==> config.mk <==
export PLATFORM = sky130hd
export DESIGN_NAME = fixed_block_free_list_allocator
export DESIGN_NICKNAME = d
export VERILOG_FILES = /design/src/rtl/core/fbfla_pkg.sv /design/src/rtl/core/fbfla_ram.sv /design/src/rtl/core/fixed_block_free_list_allocator.sv
export VERILOG_INCLUDE_DIRS = /design/src /design/src/rtl/core
export SDC_FILE = /design/constraint.sdc
export NUM_CORES = 1
export LEC_CHECK = 0
export BUFFER_PORTS_ARGS = -buffer_cell sky130_fd_sc_hd__buf_2
export CORE_MARGIN = 2
export CORE_UTILIZATION = 56
export CTS_CLUSTER_SIZE = 24
export DETAILED_ROUTE_END_ITERATION = 8
export PLACE_DENSITY = 0.77
export SYNTH_ARGS = -nofsm -noshare
export SYNTH_HDL_FRONTEND = slang
export SYNTH_SLANG_ARGS = --single-unit
==> constraint.sdc <==
create_clock -name clk_i -period 4 [get_ports clk_i]
set_input_delay 0.6 -clock clk_i [delete_from_list [all_inputs] [get_ports clk_i]]
set_output_delay 0.6 -clock clk_i [all_outputs]
set_load 0.1 [all_outputs]
==> src/rtl/core/fixed_block_free_list_allocator_defines.svh <==
// assertion macros for the free list allocator
`ifndef FIXED_BLOCK_FREE_LIST_ALLOCATOR_DEFINES_SVH
`define FIXED_BLOCK_FREE_LIST_ALLOCATOR_DEFINES_SVH

`ifndef SYNTHESIS
// property checked on every rising clock edge outside reset
`define FBFLA_ASSERT(lbl, prop) \
  lbl: assert property (@(posedge clk_i) disable iff (!rst_ni) (prop)) \
    else $error("assertion failed");
// same check, also active while reset is applied
`define FBFLA_ASSERT_ALWAYS(lbl, prop) \
  lbl: assert property (@(posedge clk_i) (prop)) \
    else $error("assertion failed");
`else
`define FBFLA_ASSERT(lbl, prop)
`define FBFLA_ASSERT_ALWAYS(lbl, prop)
`endif

`endif

==> src/rtl/core/fbfla_pkg.sv <==
// types, constants and block layout tables for the free list allocator
package fbfla_pkg;

  localparam int PoolBytes   = 4096;
  localparam int SmallBytes  = 15;
  localparam int LargeBytes  = 180;
  localparam int HeaderBytes = 16;
  localparam int BlkW        = 5;
  localparam int MaxBlocks   = 2 ** BlkW;
  localparam int StepW       = BlkW + 1;
  localparam int SizeW       = 8;
  localparam int OfsW        = 12;
  localparam int ReqW        = 16;

  localparam logic OpAlloc = 1'b0;
  localparam logic OpFree  = 1'b1;

  typedef struct packed {
    logic            opcode;
    logic [ReqW-1:0] request_size;
    logic            handle_present;
    logic [BlkW-1:0] block_handle;
  } fbfla_req_t;

  typedef struct packed {
    logic            granted;
    logic [BlkW-1:0] block_index;
    logic [OfsW-1:0] data_offset;
  } fbfla_rsp_t;

  // one entry of the link store
  typedef struct packed {
    logic            valid;
    logic [BlkW-1:0] link;
  } fbfla_link_t;

  typedef logic [SizeW-1:0] size_tab_t [MaxBlocks];
  typedef logic [OfsW-1:0]  ofs_tab_t  [MaxBlocks];

  function automatic int blk_count_f();
    int pos;
    int n;
    pos = 0;
    n   = 0;
    for (int k = 0; k < MaxBlocks; k++) begin
      if (pos + HeaderBytes + SmallBytes <= PoolBytes) begin
        if (pos + HeaderBytes + LargeBytes <= PoolBytes) begin
          pos = pos + HeaderBytes + LargeBytes;
        end else begin
          pos = pos + HeaderBytes + SmallBytes;
        end
        n++;
      end
    end
    return n;
  endfunction

  function automatic size_tab_t size_tab_f();
    size_tab_t   tab;
    int          pos;
    logic [31:0] v;
    pos = 0;
    for (int k = 0; k < MaxBlocks; k++) begin
      tab[k] = '0;
      if (pos + HeaderBytes + SmallBytes <= PoolBytes) begin
        if (pos + HeaderBytes + LargeBytes <= PoolBytes) begin
          v = 32'(LargeBytes);
        end else begin
          v = 32'(SmallBytes);
        end
        tab[k] = v[SizeW-1:0];
        pos = pos + HeaderBytes + int'(v);
      end
    end
    return tab;
  endfunction

  function automatic ofs_tab_t ofs_tab_f();
    ofs_tab_t    tab;
    int          pos;
    logic [31:0] v;
    pos = 0;
    for (int k = 0; k < MaxBlocks; k++) begin
      tab[k] = '0;
      if (pos + HeaderBytes + SmallBytes <= PoolBytes) begin
        v      = 32'(pos + HeaderBytes);
        tab[k] = v[OfsW-1:0];
        if (pos + HeaderBytes + LargeBytes <= PoolBytes) begin
          pos = pos + HeaderBytes + LargeBytes;
        end else begin
          pos = pos + HeaderBytes + SmallBytes;
        end
      end
    end
    return tab;
  endfunction

  localparam int        BlkCount = blk_count_f();
  localparam size_tab_t SizeTab  = size_tab_f();
  localparam ofs_tab_t  OfsTab   = ofs_tab_f();

  localparam logic [StepW-1:0] BlkCountS = StepW'(BlkCount);
  localparam logic [BlkW-1:0]  TopBlk    = (BlkCount > 0) ? BlkW'(BlkCount - 1) : '0;

  typedef enum logic [1:0] {
    StIdle = 2'b01,
    StWalk = 2'b10
  } fbfla_state_e;

endpackage

==> src/rtl/core/fbfla_ram.sv <==
// generic simple dual port ram with registered read
module fbfla_ram #(
  parameter int Width = 8,
  parameter int Depth = 32
) (
  input  logic                     clk_i,
  input  logic                     we_i,
  input  logic [$clog2(Depth)-1:0] waddr_i,
  input  logic [Width-1:0]         wdata_i,
  input  logic [$clog2(Depth)-1:0] raddr_i,
  output logic [Width-1:0]         rdata_o
);

  logic [Width-1:0] mem_q [Depth];
  logic [Width-1:0] rdata_q;

  always_ff @(posedge clk_i) begin
    if (we_i) begin
      mem_q[waddr_i] <= wdata_i;
    end
    rdata_q <= mem_q[raddr_i];
  end

  assign rdata_o = rdata_q;

endmodule

==> src/rtl/core/fixed_block_free_list_allocator.sv <==
// free list allocator top level: link store, walk sequencer, result register
//
// channel  dir  handshake                payload
// in       in   in_valid_i / in_stall_o   fbfla_req_t in_data_i
// out      out  out_valid_o / out_stall_i fbfla_rsp_t out_data_o
//
// a granted free writes the link store in the transfer cycle.
// an allocate follows k links of the list (at most 25 here),
// one link per cycle through the registered read port of the link store.
// after reset the link store is undefined; per-entry written bits supply
// the initial downward chain, so no clearing pass is needed.
// input stalls while a walk runs or while a finished result is stalled.
`include "fixed_block_free_list_allocator_defines.svh"

module fixed_block_free_list_allocator (
  input  logic                 clk_i,
  input  logic                 rst_ni,
  input  logic                 in_valid_i,
  output logic                 in_stall_o,
  input  fbfla_pkg::fbfla_req_t in_data_i,
  output logic                 out_valid_o,
  input  logic                 out_stall_i,
  output fbfla_pkg::fbfla_rsp_t out_data_o
);
  import fbfla_pkg::*;

  fbfla_state_e         state_q, state_d;
  logic [BlkW-1:0]      head_q, head_d;
  logic                 head_valid_q, head_valid_d;
  logic [MaxBlocks-1:0] written_q, written_d;
  logic [BlkW-1:0]      cur_q, cur_d;
  logic [BlkW-1:0]      prev_q, prev_d;
  logic                 prev_is_head_q, prev_is_head_d;
  logic                 have_q, have_d;
  logic [StepW-1:0]     steps_q, steps_d;
  logic [ReqW-1:0]      req_q, req_d;
  logic                 out_valid_q, out_valid_d;
  fbfla_rsp_t           out_data_q, out_data_d;

  logic                 in_xfer;
  logic                 out_xfer;
  logic                 ram_we;
  logic [BlkW-1:0]      ram_waddr;
  fbfla_link_t          ram_wdata;
  logic [BlkW-1:0]      ram_raddr;
  fbfla_link_t          ram_rdata;
  fbfla_link_t          cur_link;
  logic                 cur_in_range;
  logic                 size_match;
  logic                 walk_fail;
  logic                 free_ok;

  assign in_stall_o = (state_q != StIdle) || (out_valid_q && out_stall_i);
  assign in_xfer    = in_valid_i && !in_stall_o;
  assign out_xfer   = out_valid_q && !out_stall_i;

  fbfla_ram #(
    .Width ($bits(fbfla_link_t)),
    .Depth (MaxBlocks)
  ) u_link_ram (
    .clk_i   (clk_i),
    .we_i    (ram_we),
    .waddr_i (ram_waddr),
    .wdata_i (ram_wdata),
    .raddr_i (ram_raddr),
    .rdata_o (ram_rdata)
  );

  // link of the block under inspection; unwritten entries chain downward
  always_comb begin
    if (written_q[cur_q]) begin
      cur_link = ram_rdata;
    end else begin
      cur_link.link  = (cur_q != '0) ? cur_q - BlkW'(1) : '0;
      cur_link.valid = (cur_q != '0) && ({1'b0, cur_q} < BlkCountS);
    end
  end

  assign cur_in_range = {1'b0, cur_q} < BlkCountS;
  assign size_match   = {{(ReqW-SizeW){1'b0}}, SizeTab[cur_q]} == req_q;
  assign walk_fail    = !have_q || (steps_q >= BlkCountS) || !cur_in_range;
  assign free_ok      = in_data_i.handle_present &&
                        ({1'b0, in_data_i.block_handle} < BlkCountS);

  assign ram_raddr = (state_q == StWalk) ? cur_link.link : head_q;

  always_comb begin
    state_d        = state_q;
    head_d         = head_q;
    head_valid_d   = head_valid_q;
    written_d      = written_q;
    cur_d          = cur_q;
    prev_d         = prev_q;
    prev_is_head_d = prev_is_head_q;
    have_d         = have_q;
    steps_d        = steps_q;
    req_d          = req_q;
    out_valid_d    = out_valid_q && !out_xfer;
    out_data_d     = out_data_q;
    ram_we         = 1'b0;
    ram_waddr      = prev_q;
    ram_wdata      = cur_link;

    unique case (state_q)
      StIdle: begin
        if (in_xfer) begin
          if (in_data_i.opcode == OpFree) begin
            out_valid_d = 1'b1;
            out_data_d  = '0;
            if (free_ok) begin
              ram_we                 = 1'b1;
              ram_waddr              = in_data_i.block_handle;
              ram_wdata.link         = head_q;
              ram_wdata.valid        = head_valid_q;
              written_d[in_data_i.block_handle] = 1'b1;
              head_d                 = in_data_i.block_handle;
              head_valid_d           = 1'b1;
              out_data_d.granted     = 1'b1;
              out_data_d.block_index = in_data_i.block_handle;
              out_data_d.data_offset = OfsTab[in_data_i.block_handle];
            end
          end else begin
            // read of the head entry is issued in this cycle
            cur_d          = head_q;
            have_d         = head_valid_q;
            prev_is_head_d = 1'b1;
            steps_d        = '0;
            req_d          = in_data_i.request_size;
            state_d        = StWalk;
          end
        end
      end
      StWalk: begin
        if (walk_fail) begin
          out_valid_d = 1'b1;
          out_data_d  = '0;
          state_d     = StIdle;
        end else if (size_match) begin
          // unlink the matching block
          if (prev_is_head_q) begin
            head_d       = cur_link.link;
            head_valid_d = cur_link.valid;
          end else begin
            ram_we            = 1'b1;
            written_d[prev_q] = 1'b1;
          end
          out_valid_d            = 1'b1;
          out_data_d.granted     = 1'b1;
          out_data_d.block_index = cur_q;
          out_data_d.data_offset = OfsTab[cur_q];
          state_d                = StIdle;
        end else begin
          prev_d         = cur_q;
          prev_is_head_d = 1'b0;
          have_d         = cur_link.valid;
          cur_d          = cur_link.link;
          steps_d        = steps_q + StepW'(1);
        end
      end
      default: begin
        state_d = StIdle;
      end
    endcase
  end

  always_ff @(posedge clk_i or negedge rst_ni) begin
    if (!rst_ni) begin
      state_q      <= StIdle;
      head_q       <= TopBlk;
      head_valid_q <= (BlkCount > 0);
      written_q    <= '0;
      out_valid_q  <= 1'b0;
    end else begin
      state_q      <= state_d;
      head_q       <= head_d;
      head_valid_q <= head_valid_d;
      written_q    <= written_d;
      out_valid_q  <= out_valid_d;
    end
  end

  always_ff @(posedge clk_i) begin
    cur_q          <= cur_d;
    prev_q         <= prev_d;
    prev_is_head_q <= prev_is_head_d;
    have_q         <= have_d;
    steps_q        <= steps_d;
    req_q          <= req_d;
    out_data_q     <= out_data_d;
  end

  assign out_valid_o = out_valid_q;
  assign out_data_o  = out_data_q;

  // a walk never follows more links than there are blocks
  `FBFLA_ASSERT(a_steps_bound, (state_q == StWalk) |-> (steps_q <= BlkCountS))

  // an allocate transfer starts a walk
  `FBFLA_ASSERT(a_alloc_walks,
    (in_xfer && (in_data_i.opcode == OpAlloc)) |=> (state_q == StWalk))

  // a granted free puts the handle at the head of the list
  `FBFLA_ASSERT(a_free_head,
    (in_xfer && (in_data_i.opcode == OpFree) && free_ok) |=>
      (head_valid_q && (head_q == $past(in_data_i.block_handle))))

  // a refused request carries zero fields
  `FBFLA_ASSERT(a_refused_zero,
    (out_valid_q && !out_data_q.granted) |->
      ((out_data_q.block_index == '0) && (out_data_q.data_offset == '0)))

  // a new result appears only after a free transfer or the end of a walk
  `FBFLA_ASSERT(a_result_source,
    $rose(out_valid_q) |-> $past(in_xfer || (state_q == StWalk)))

endmodule
# Yosys cells after proc, flatten, opt, wreduce, memory -nomap -nowiden
# Memory sizes are Yosys's and may differ from the RTL's. A register that Yosys moved wholly into a read port is not among the register bits.
# Index checks and enable logic that the tools add are counted.
totals:
  register_bits: 93
  ramBits: 192
  rom_bits: 1024
  input_bits: 27
  output_inout_bits: 20
  mem_count: 4
classes:
  add_sub_neg: 2
  magnitude_cmp: 10
  n_eq_ne: 14
  n_mux: 89
  bitwise_logic: 7
  n_reduce_logical: 25
memory_table:
  columns: ["memory", "words", "width", "rd", "rd_clocked_by_memory_dff", "wr", "line", "rtl"]
  rows:
  - ["(name not given)", 32, 12, 1, 0, 0, "fixed_block_free_list_allocator.sv:150", "out_data_d.data_offset = OfsTab[cur_q];"]
  - ["(name not given)", 32, 12, 1, 0, 0, "fixed_block_free_list_allocator.sv:120", "out_data_d.data_offset = OfsTab[in_data_i.block_handle];"]
  - ["(name not given)", 32, 8, 1, 0, 0, "fixed_block_free_list_allocator.sv:80", "assign size_match = {{(ReqW-SizeW){1'b0}}, SizeTab[cur_q]} == req_q;"]
  - ["u_link_ram.mem_q", 32, 6, 1, 1, 1, "fbfla_ram.sv:14", "logic [Width-1:0] mem_q [Depth];"]
op_table:
  columns: ["op", "n"]
  rows:
  - ["$mux 32", 6]
  - ["$mux 18", 5]
  - ["$mux 5", 16]
  - ["$or 32x32->32", 2]
  - ["$pmux 32 s2", 1]
  - ["$mux 6", 9]
  - ["$mux 12", 4]
  - ["$pmux 18 s2", 1]
  - ["$mux 1", 29]
  - ["$pmux 5 s2", 2]
  - ["$lt 5x6->1 const B", 3]
  - ["$ne 2x2->1 const B", 9]
  - ["$eq 8x16->1", 1]
  - ["$mux 8", 2]
  - ["$reduce_and 7->1", 2]
  - ["$ge 6x6->1 const B", 2]
  - ["$not 5->6", 2]
  - ["$pmux 6 s2", 1]
  - ["$demux 1 s5", 2]
  - ["$ge 5x1->1 const B", 2]
  - ["$lt 5x5->1 const B", 2]
  - ["$pmux 1 s2", 5]
  - ["$reduce_and 3->1", 3]
  - ["$logic_and 1x1->1", 8]
  - ["other kinds (17)", 28]

# Logic depth before layout (Yosys ltp)
# Gate-level depths: netlist of run 1.
depth:
  depth_word: 10
  ltp_mapped: 16
  depth_no_buf: 13

# Cells and area by module
# A second synthesis of run 1 with hierarchy kept.
unflattened:
  hier_cells: 836
  area_unflattened_um2: 13013.7
by_module_without_submodules:
  columns: ["module", "instances", "cells_each", "area_each_um2"]
  rows:
  - ["fbfla_ram", 1, 323, 7589.8]
  - ["fixed_block_free_list_allocator", 1, 513, 5424.0]

# Worst setup path before layout of run 1
# Ideal clock, no wire load.
synth_timing:
  path_type: "reg-to-reg"
  from: "register out_valid_q, in the netlist out_valid_o"
  to: "register cur_q[0] (enable)"
  arrival_ns: 4.043
  t_required_ns: 3.613
  slack_ns: -0.430
  stages_incl_launch_ff: 6
  period_less_slack_ns: 4.430
  cell_sequence: "dfrtp_1 > nand2_1 > nand2_1 > nor3b_1 > inv_1 > a21oi_1"
synth_between:
  elab_chain_len: 6
synth_lines:
  columns: ["item", "line", "rtl"]
  rows:
  - ["start: declaration", "fixed_block_free_list_allocator.sv:37", "logic out_valid_q, out_valid_d;"]
  - ["start signal: assignment", "fixed_block_free_list_allocator.sv:178", "out_valid_q <= out_valid_d;"]
  - ["$logic_and 1x1->1", "fixed_block_free_list_allocator.sv:53", "assign in_stall_o = (state_q != StIdle) || (out_valid_q && out_stall_i);"]
  - ["$logic_or 1x1->1", "fixed_block_free_list_allocator.sv:53", null]
  - ["named net in_stall_o", "fixed_block_free_list_allocator.sv:19", "output logic in_stall_o,"]
  - ["$logic_not 1->1", "fixed_block_free_list_allocator.sv:54", "assign in_xfer = in_valid_i && !in_stall_o;"]
  - ["$logic_and 1x1->1", "fixed_block_free_list_allocator.sv:54", null]
  - ["$ne 2x2->1 (no source line)", null, null]
  - ["$reduce_and 5->1 (no source line)", null, null]
  - ["end signal: assignment", "fixed_block_free_list_allocator.sv:183", "cur_q <= cur_d;"]
  - ["end: declaration", "fixed_block_free_list_allocator.sv:31", "logic [BlkW-1:0] cur_q, cur_d;"]
# The timed path passes the listed nets, and every way through them passes these cells.
# A chain may end at the register's enable or synchronous reset.

# Worst setup path after layout of run 1
layout_timing:
  from: "register cur_q[0]"
  to: "register u_link_ram.rdata_q[5], in the netlist u_link_ram.rdata_o[5] (read register of u_link_ram.mem_q)"
layout_between:
  elab_chain_len: 4
  elab_cells_between_ends: 7
layout_lines:
  columns: ["item", "line", "rtl"]
  rows:
  - ["$bmux 1 s5, or another cell as far along", "fixed_block_free_list_allocator.sv:71", "if (written_q[cur_q]) begin"]
  - ["$mux 1 (not written as such) or $mux 5 (tied branches)", "fixed_block_free_list_allocator.sv:71, fixed_block_free_list_allocator.sv:74", null]
  - ["$mux 6 *", "fixed_block_free_list_allocator.sv:71", null]
  - ["$mux 5 *", "fixed_block_free_list_allocator.sv:85", "assign ram_raddr = (state_q == StWalk) ? cur_link.link : head_q;"]
  - ["end: declaration", "fbfla_ram.sv:15", "logic [Width-1:0] rdata_q;"]
# Mark *: on every way between the ends. The rest lies on a longest branch, timed or not. The select of a mux whose other input is x is not followed.

==> run metrics, run 1 <==
run status finished, final reports clean; Die X 160 µm; overflow left after global routing 0; global-route wire length before repair 53,100 µm; final cell utilization of the core 0.641; area share of the largest cell type after synthesis 0.538; largest area contributor in the netlist sky130_fd_sc_hd__edfxtp_1; initial antenna violation count 0; worst reg2reg path depth 11; setup repair after global routing missed its margin false; Core Region 24,100 µm²; H-tree depth 1; dominant cell by count in the synthesized netlist sky130_fd_sc_hd__edfxtp_1; Tcrit/Tclk final 0.969; type of element launching the critical path register; Net Count, Synth 1,137; number of enable flip-flop cells after synthesis 244; static leakage 0.00551 µW; largest driver fanout on the critical path 23; startpoint of the lowest-slack register-to-register path cur_q[0]; synth-to-layout area growth 13.5%; vias in the first global route 9,464; Final Total Pwr 12,900 µW; total clock sinks 291; Setup-failing EPs final 0; site row count 57; clock buffer depth 3; final hold violations 0; routability congestion estimate from global placement 0.875; number of antenna repair diodes 0; shortest period the worst path allows 3870 ps; number of synthesized register bits 291; Max Clock Freq 0.258 GHz; Distinct cells, synth 70; arrival time reported for the critical path endpoint 4320 ps; pin count of the biggest net entering global routing 62; measured slew at the worst slew-check pin 934 ps; Post-synth top flop sky130_fd_sc_hd__edfxtp_1; first element of the critical path cur_q[0]; Residual DRC 0; final WL 34,000 µm; cts-stage hold buffer count 0; class of the most critical hold timing path input port to async pin; root cell of the clock tree sky130_fd_sc_hd__clkbuf_16; top-level I/O count 47; die extent in y 160 µm; sequential fraction of the synthesis area 0.623; capturing element type of the critical path register; share of async-settable or async-resettable flops after synthesis 0.141; Pins Over Slew Limit 0; Layout Skew 14.4 ps; count of maximum capacitance violations 0; power per standard cell area 834 nW/µm²; Max-slew headroom 0.377; number of vias per cell after detailed routing 6.37; Detail Route Antenna Nets 0; peak supply drop 0.000646 V; DRC marker count from the first detailed-route iteration 1,073; Clock transition at path regs 60 ps; later-pin clock latency in the skew report 560 ps; share of layout cells above drive strength 1 0.177; top post-synthesis cells by area sky130_fd_sc_hd__edfxtp_1, sky130_fd_sc_hd__dfrtp_1, sky130_fd_sc_hd__o211ai_1; number of clock buffers inserted by TritonCTS 30; netlist area before placement 13,600 µm²; net count of the finished layout 1,216; post-detailed-placement half-perimeter wirelength 22,500 µm; clock tree from TritonCTS yes; synthesized netlist cell count 1,089; Setup CP Type register to register; Setup Total Neg Slack 0 ps; synthesis warning total 0; CP Data Required Time 4440 ps; total routing resource utilization after global routing 0.265; number of detailed-route iterations in the first pass 6; Avg Synthesized Cell Area 12.5 µm²; Synth top cells by count sky130_fd_sc_hd__edfxtp_1, sky130_fd_sc_hd__nand2_1, sky130_fd_sc_hd__nor2_1; WL per Instance 22.5 µm; Hold Slack 195 ps; count of input and output buffers 46; total vias in the final route 9,612; floorplan die area 25,600 µm²; starting utilization of the core area 0.565
[what timing repair did]
item	CTS	global route
gates resized for setup	2	4
buffers inserted	0	2
setup endpoints to repair	12	168
pin swaps	0	0
[worst max-delay path, cell delays in order, from the launching register on]
cell                       delay, ps
sky130_fd_sc_hd__edfxtp_1        480
sky130_fd_sc_hd__buf_4           220
sky130_fd_sc_hd__mux2_4          310
sky130_fd_sc_hd__a221o_1         410
sky130_fd_sc_hd__o32ai_4         430
sky130_fd_sc_hd__o41a_1          260
sky130_fd_sc_hd__o21a_4          320
sky130_fd_sc_hd__buf_12          240
sky130_fd_sc_hd__mux2i_1         270
sky130_fd_sc_hd__mux2i_1         120
sky130_fd_sc_hd__or3_1           350
sky130_fd_sc_hd__a311o_1         340
[path summary, 6_finish.rpt]
| kind | end | slack, ps |
|---|---|---|
| min in group clk_i | req_q[2] | 230 |
| worst min-delay path | written_q[3] | 190 |
| worst max register to register | u_link_ram.rdata_o[5] | 130 |
| max in group asynchronous | state_q[1] | 3230 |
| worst max-delay path | u_link_ram.rdata_o[5] | 130 |
| worst min register to register | written_q[5] | 450 |
[sequential cells by signal, summed over array words and instances (netlist names)]
register,flops
out_data_o,18
u_link_ram.mem_q,192
u_link_ram.rdata_o,6
head_q,5
steps_q,6
prev_q,5
prev_is_head_q,1
out_valid_o,1
cur_q,5
written_q,32
have_q,1
state_q,2
req_q,16
head_valid_q,1
[kinds of logic (layout without fill, tap and decap cells)]
group	Yosys count	count (layout)	share of synthesized area
compound gates	296	296	0.153
flops	291	291	0.623
simple gates	270	270	0.0916
buf+inv	118	214	0.0381
mux	88	88	0.0720
fa+ha+maj	21	21	0.0193
xor+xnor	5	5	0.00322
[stage by stage]
| stage | instances | instance area (µm²) | worst slack [ps] |
|---|---|---|---|
| finish | 1509 | 15400 | 125 |
| global route | 1509 | 15400 | 17.6 |
| CTS | 1507 | 15400 | 6.55 |
| detailed placement | 1458 | 14500 | -34.7 |
| global placement | 1458 | 14500 | 55.3 |
| floorplan | 1089 | 13600 | 186 |
[area by class of cell]
type / instances / area (µm²)
inverter: 51 / 191
clock inverter: 8 / 98.8
fill: 1839 / 8660
sequential: 291 / 8480
timing repair buffer: 114 / 778
clock buffer: 41 / 812
multi-input combinational: 680 / 4680
tap: 324 / 405
[cell usage in the layout (no fill, tap or decap), types with 7 or more instances in the layout]
cell / instances
sky130_fd_sc_hd__or3_1: 11
sky130_fd_sc_hd__nand2_1: 98
sky130_fd_sc_hd__nand2b_1: 8
sky130_fd_sc_hd__a311o_1: 7
sky130_fd_sc_hd__ha_1: 21
sky130_fd_sc_hd__o21ai_0: 23
sky130_fd_sc_hd__nor3_1: 11
sky130_fd_sc_hd__inv_1: 47
sky130_fd_sc_hd__nor2b_1: 7
sky130_fd_sc_hd__a31oi_1: 17
sky130_fd_sc_hd__buf_4: 65
sky130_fd_sc_hd__mux2_1: 17
sky130_fd_sc_hd__mux2i_1: 48
sky130_fd_sc_hd__mux2_2: 18
sky130_fd_sc_hd__buf_2: 46
sky130_fd_sc_hd__o211ai_1: 75
sky130_fd_sc_hd__dfrtp_1: 37
sky130_fd_sc_hd__clkbuf_16: 30
sky130_fd_sc_hd__clkbuf_1: 9
sky130_fd_sc_hd__edfxtp_1: 244
sky130_fd_sc_hd__nand3_1: 18
sky130_fd_sc_hd__a21oi_1: 37
sky130_fd_sc_hd__a21o_1: 36
sky130_fd_sc_hd__nor2_1: 79
sky130_fd_sc_hd__a22o_1: 7
sky130_fd_sc_hd__o22ai_1: 48
[routing by layer]
layer | track usage | vias up | wire length [µm]
li1 | - | 4301 | -
met1 | 0.374 | 4679 | 14000
met2 | 0.420 | 545 | 15800
met3 | 0.0509 | 87 | 3190
met4 | 0.0852 | 0 | 941
met5 | 0 | - | 0
[power breakdown]
group,total [µW],switching (µW),leakage (µW),internal (µW)
clock network,2630,1100,0.000445,1530
registers,4540,176,0.00265,4360
logic,5700,4000,0.00241,1700
total,12900,5280,0.00551,7600
Note: power is estimated with default switching activity, not from simulation.
==> run 2, diff against run 1 <==
CAP_MARGIN = 5   (was default)
SETUP_SLACK_MARGIN = 0.2   (was default)
==> run metrics, run 2 (same netlist as run 1, synthesis figures left out) <==
initial antenna violation count 0 (unchanged); global-route wire length before repair 51,200 µm (-3.6%); site row count 57 (unchanged); Setup Total Neg Slack 0 ps (unchanged); Setup CP Type register to register; Pins Over Slew Limit 0 (unchanged); CP cell instances buf_4, nor3_1, a221o_2, and3b_2, nor4_1, nor2_1, a21boi_2, inv_1, o211ai_1, buf_4, a31oi_1, or3_1, a311o_1; shortest period the worst path allows 3750 ps (-127 ps); clock buffer depth 3 (unchanged); count of maximum capacitance violations 0 (unchanged); most common cell after layout, fill and taps aside sky130_fd_sc_hd__edfxtp_1; die extent in y 160 µm (unchanged); overflow left after global routing 0 (unchanged); Layout Skew 26.5 ps (+12.1 ps); cell with the biggest individual delay on the critical path sky130_fd_sc_hd__edfxtp_1; final WL 33,900 µm (-0.37%); pin count of the biggest net entering global routing 61 (-1.6%); count of input and output buffers 46 (unchanged); type of element launching the critical path register; Max Clock Freq 0.267 GHz (+3.4%); root cell of the clock tree sky130_fd_sc_hd__clkbuf_16; top-level I/O count 47 (unchanged); measured slew at the worst slew-check pin 937 ps (+3.24 ps); total vias in the final route 9,699 (+0.91%); Final Total Pwr 13,100 µW (+1.5%); static leakage 0.00567 µW (+3.0%); crit-path most repeated cell sky130_fd_sc_hd__buf_4; vias in the first global route 9,098 (-3.9%); most frequent cells in the layout sky130_fd_sc_hd__edfxtp_1, sky130_fd_sc_hd__nand2_1, sky130_fd_sc_hd__buf_4; largest driver fanout on the critical path 6 (-74%); Tcrit/Tclk final 0.937 (-0.0316); setup repair after global routing missed its margin false; flip-flop count of the largest register, all copies and words added 192 (unchanged); routing usage on met3 0.0494 (-0.00156); capturing element type of the critical path register; total routing resource utilization after global routing 0.256 (-0.00822); Clock transition at path regs 60 ps (about the same); number of vias per cell after detailed routing 6.29 (-1.2%); Top reg by flops u_link_ram.mem_q; Hold Slack 197 ps (+2.81 ps); Die X 160 µm (unchanged); Max-slew headroom 0.375 (-0.00216); run status finished, final reports clean; class of the most critical hold timing path input port to async pin; H-tree depth 1 (unchanged); Setup-failing EPs final 0 (unchanged); fillers 1,801 (-2.1%); share of layout cells above drive strength 1 0.203 (+0.0257); routability congestion estimate from global placement 0.924 (+5.6%); met1 usage 0.366 (-0.00728); CP Data Required Time 4450 ps (about the same); Residual DRC 0 (unchanged); clock tree from TritonCTS yes; DRC marker count from the first detailed-route iteration 1,052 (-2.0%); WL per Instance 22.0 µm (-2.4%); later-pin clock latency in the skew report 570 ps (about the same); starting utilization of the core area 0.565 (unchanged); Detail Route Antenna Nets 0 (unchanged); number of antenna repair diodes 0 (unchanged); peak supply drop 0.000630 V (-2.5%); met2 usage 0.398 (-0.0211); cts-stage hold buffer count 0 (unchanged); area of the multi-input gates 4720 µm² (+0.86%); routing layer with the top usage in global route met2; Core Region 24,100 µm² (unchanged); synth-to-layout area growth 15.6%; floorplan die area 25,600 µm² (unchanged); power per standard cell area 831 nW/µm² (-0.34%); net count of the finished layout 1,244 (+2.3%); number of detailed-route iterations in the first pass 5 (-1); total clock sinks 291 (unchanged); final hold violations 0 (unchanged); footprint of the flip-flops and latches 8480 µm² (unchanged); arrival time reported for the critical path endpoint 4200 ps (-120 ps); Worst path max stage delay 520 ps (+40 ps); number of clock buffers inserted by TritonCTS 29 (-3.3%); post-detailed-placement half-perimeter wirelength 21,600 µm (-3.8%)
[run 2: cell types whose count changed in the layout (fill, tap and decap cells not counted), sizes merged]
cell / previous run / this run
o21a: 2 / 3
clkbuf: 41 / 38
clkinv: 8 / 11
clkinvlp: 0 / 3
buf: 114 / 141
inv: 49 / 50
[run 2: area by class of cell]
cell class	instances	area share
clock buffers	38	0.0495
clock inverters	14	0.00827
inverters	51	0.0124
multi-input cells	681	0.300
flip-flops and latches	291	0.539
well taps	324	0.0258
repair buffers	141	0.0647
repair inverters	1	0.000477
[run 2: final timing paths]
check / from / to / slack (ps) / cells after the start
min in group clk_i: in_data_i[14] / req_q[8] / 230 / 1
hold / removal: rst_ni / written_q[27] / 200 / 1
max in group asynchronous: rst_ni / out_valid_o / 3210 / 1
setup reg to reg: cur_q[2] / u_link_ram.rdata_o[2] / 250 / 13
hold reg to reg: written_q[10] / written_q[10] / 450 / 1
setup / recovery: cur_q[2] / u_link_ram.rdata_o[2] / 250 / 13
[run 2: power breakdown]
part | switching (µW) | internal, µW
clock | 1120 | 1500
sequential | 177 | 4370
combinational | 4120 | 1800
total | 5410 | 7660
[run 2: what timing repair did]
action,CTS,global route
setup buffers,6,8
pin swaps,0,2
hold endpoints to repair,0,0
setup endpoints to repair,131,181
gates resized for setup,2,15
gates cloned,1,1
[run 2: worst max-delay path, delay by kind of cell, from the launching register on]
| family | cells | cell delay (ps) |
|---|---|---|
| flip-flops | 1 | 520 |
| AO/OA/AOI/OAI | 5 | 1120 |
| AND/OR/NAND/NOR | 5 | 1480 |
| buffers and inverters | 3 | 520 |
[run 2: metal layers]
metal	wire, µm	vias to the layer above
met5	0	-
met4	1030	0
met3	3560	82
met2	15600	546
met1	13700	4710
li1	-	4361
[run 2: through the flow]
step                      area (µm²)  worst slack (ps)   util  std cells
after floorplan                13600               386      -       1089
after global placement         14600               140  0.607       1473
after detailed placement       14600              43.2  0.607       1473
after CTS                      15600               151  0.647       1532
after global routing           15700               166  0.653       1541
final                          15700               252  0.653       1541
==> run 3, diff against run 2 <==
CTS_BUF_LIST = sky130_fd_sc_hd__clkbuf_16   (was default)
==> run metrics, run 3 (same netlist as run 1, synthesis figures left out) <==
area of the multi-input gates 4730 µm² (+0.21%); type of element launching the critical path register; later-pin clock latency in the skew report 560 ps (about the same); pin count of the biggest net entering global routing 61 (unchanged); starting utilization of the core area 0.565 (unchanged); measured slew at the worst slew-check pin 942 ps (+4.73 ps); Max-slew headroom 0.372 (-0.00315); cts-stage hold buffer count 0 (unchanged); clock buffer depth 3 (unchanged); total clock sinks 291 (unchanged); initial antenna violation count 0 (unchanged); number of detailed-route iterations in the first pass 6 (+1); routability congestion estimate from global placement 0.924 (unchanged); CP Data Required Time 4510 ps (+60 ps); static leakage 0.00568 µW (+0.27%); most frequent cells in the layout sky130_fd_sc_hd__edfxtp_1, sky130_fd_sc_hd__nand2_1, sky130_fd_sc_hd__buf_4; vias in the first global route 9,093 (-0.055%); number of clock buffers inserted by TritonCTS 29 (unchanged); count of maximum capacitance violations 0 (unchanged); share of layout cells above drive strength 1 0.202 (-0.000655); site row count 57 (unchanged); non-filler instance count after layout 1,540 (-0.065%); count of input and output buffers 46 (unchanged); Setup Total Neg Slack 0 ps (unchanged); number of vias per cell after detailed routing 6.28 (-0.19%); arrival time reported for the critical path endpoint 4220 ps (+20 ps); clock tree from TritonCTS yes; root cell of the clock tree sky130_fd_sc_hd__clkbuf_16; footprint of the flip-flops and latches 8480 µm² (unchanged); power per standard cell area 829 nW/µm² (-0.17%); Core Region 24,100 µm² (unchanged); number of antenna repair diodes 0 (unchanged); Top reg by flops u_link_ram.mem_q; most common cell after layout, fill and taps aside sky130_fd_sc_hd__edfxtp_1; DRC marker count from the first detailed-route iteration 1,040 (-1.1%); Layout Skew 22.3 ps (-4.18 ps); Pins Over Slew Limit 0 (unchanged); global-route wire length before repair 51,200 µm (about the same); top-level I/O count 47 (unchanged); setup repair after global routing missed its margin false; Clock transition at path regs 60 ps (about the same); capturing element type of the critical path register; Detail Route Antenna Nets 0 (unchanged); H-tree depth 1 (unchanged); Max Clock Freq 0.270 GHz (+1.1%); floorplan die area 25,600 µm² (unchanged); class of the most critical hold timing path input port to async pin; Setup-failing EPs final 0 (unchanged); synth-to-layout area growth 15.4%; post-detailed-placement half-perimeter wirelength 21,600 µm (unchanged); number of cells in the design after placement 1,473 (unchanged); die extent in y 160 µm (unchanged); fillers 1,814 (+0.72%); shortest period the worst path allows 3710 ps (-41.1 ps); total routing resource utilization after global routing 0.256 (about the same); overflow left after global routing 0 (unchanged); Residual DRC 0 (unchanged); Setup CP Type register to register; peak supply drop 0.000591 V (-6.3%); run status finished, final reports clean; total vias in the final route 9,674 (-0.26%); final WL 33,700 µm (-0.36%); net count of the finished layout 1,243 (-0.080%); WL per Instance 21.9 µm (-0.30%); largest driver fanout on the critical path 19 (+13); flip-flop count of the largest register, all copies and words added 192 (unchanged); final hold violations 0 (unchanged); Tcrit/Tclk final 0.927 (-0.0103); Die X 160 µm (unchanged)
run 3: repair_timing:
item	CTS	global route
endpoints found under the setup margin	131	181
cloned	1	1
buffers inserted	6	7
gates resized for setup	2	18
pin swaps	0	2
run 3: report_power, final:
| part | leakage (µW) | internal, µW | switching, µW | total (µW) |
|---|---|---|---|---|
| combinational | 0.00257 | 1800 | 4130 | 5930 |
| sequential | 0.00265 | 4370 | 171 | 4540 |
| clock | 0.000461 | 1440 | 1120 | 2560 |
| total | 0.00568 | 7610 | 5420 | 13000 |
run 3: cell type report:
| type | instances | area share |
|---|---|---|
| well taps | 324 | 0.0258 |
| clock inverters | 23 | 0.0104 |
| repair buffers | 140 | 0.0636 |
| multi-input cells | 681 | 0.301 |
| inverters | 51 | 0.0124 |
| clock buffers | 29 | 0.0462 |
| flip-flops and latches | 291 | 0.540 |
| repair inverters | 1 | 0.000478 |
run 3: worst paths after layout:
path	startpoint	end	slack (ps)	cells after the start
setup reg to reg	cur_q[2]	u_link_ram.rdata_o[2]	290	12
setup / recovery	cur_q[2]	u_link_ram.rdata_o[2]	290	12
hold / removal	rst_ni	written_q[12]	200	1
hold reg to reg	written_q[26]	written_q[26]	450	1
max in group asynchronous	rst_ni	out_valid_o	3210	1
min in group clk_i	in_data_i[14]	req_q[8]	230	1
run 3: routing by layer:
metal	GRT usage	vias to the layer above	share of wire
li1	-	4363	-
met2	0.398	510	0.46
met4	0.0901	0	0.029
met1	0.366	4723	0.41
met3	0.0494	78	0.097
met5	0	-	0
run 3: per-stage QoR:
stage / instance area [µm²] / hold slack [ps] / power [µW] / util / setup slack [ps]
after floorplan: 13600 / 304 / 8370 / - / 386
after CTS: 15600 / 215 / 12800 / 0.647 / 151
after global routing: 15700 / 216 / 13500 / 0.652 / 193
after global placement: 14600 / 433 / 9990 / 0.607 / 140
after detailed placement: 14600 / 439 / 10100 / 0.607 / 43.2
final: 15700 / 197 / 13000 / 0.652 / 293
run 3: worst max-delay path, cell delays in order (launching register included):
cell	delay [ps]
sky130_fd_sc_hd__edfxtp_1	510
sky130_fd_sc_hd__buf_4	200
sky130_fd_sc_hd__nor3_1	310
sky130_fd_sc_hd__a221o_2	280
sky130_fd_sc_hd__and3b_2	280
sky130_fd_sc_hd__o41a_1	540
sky130_fd_sc_hd__o21a_4	200
sky130_fd_sc_hd__buf_12	160
sky130_fd_sc_hd__inv_2	260
sky130_fd_sc_hd__nand2_1	110
sky130_fd_sc_hd__a32oi_1	410
sky130_fd_sc_hd__a22o_1	220
sky130_fd_sc_hd__a311o_1	160
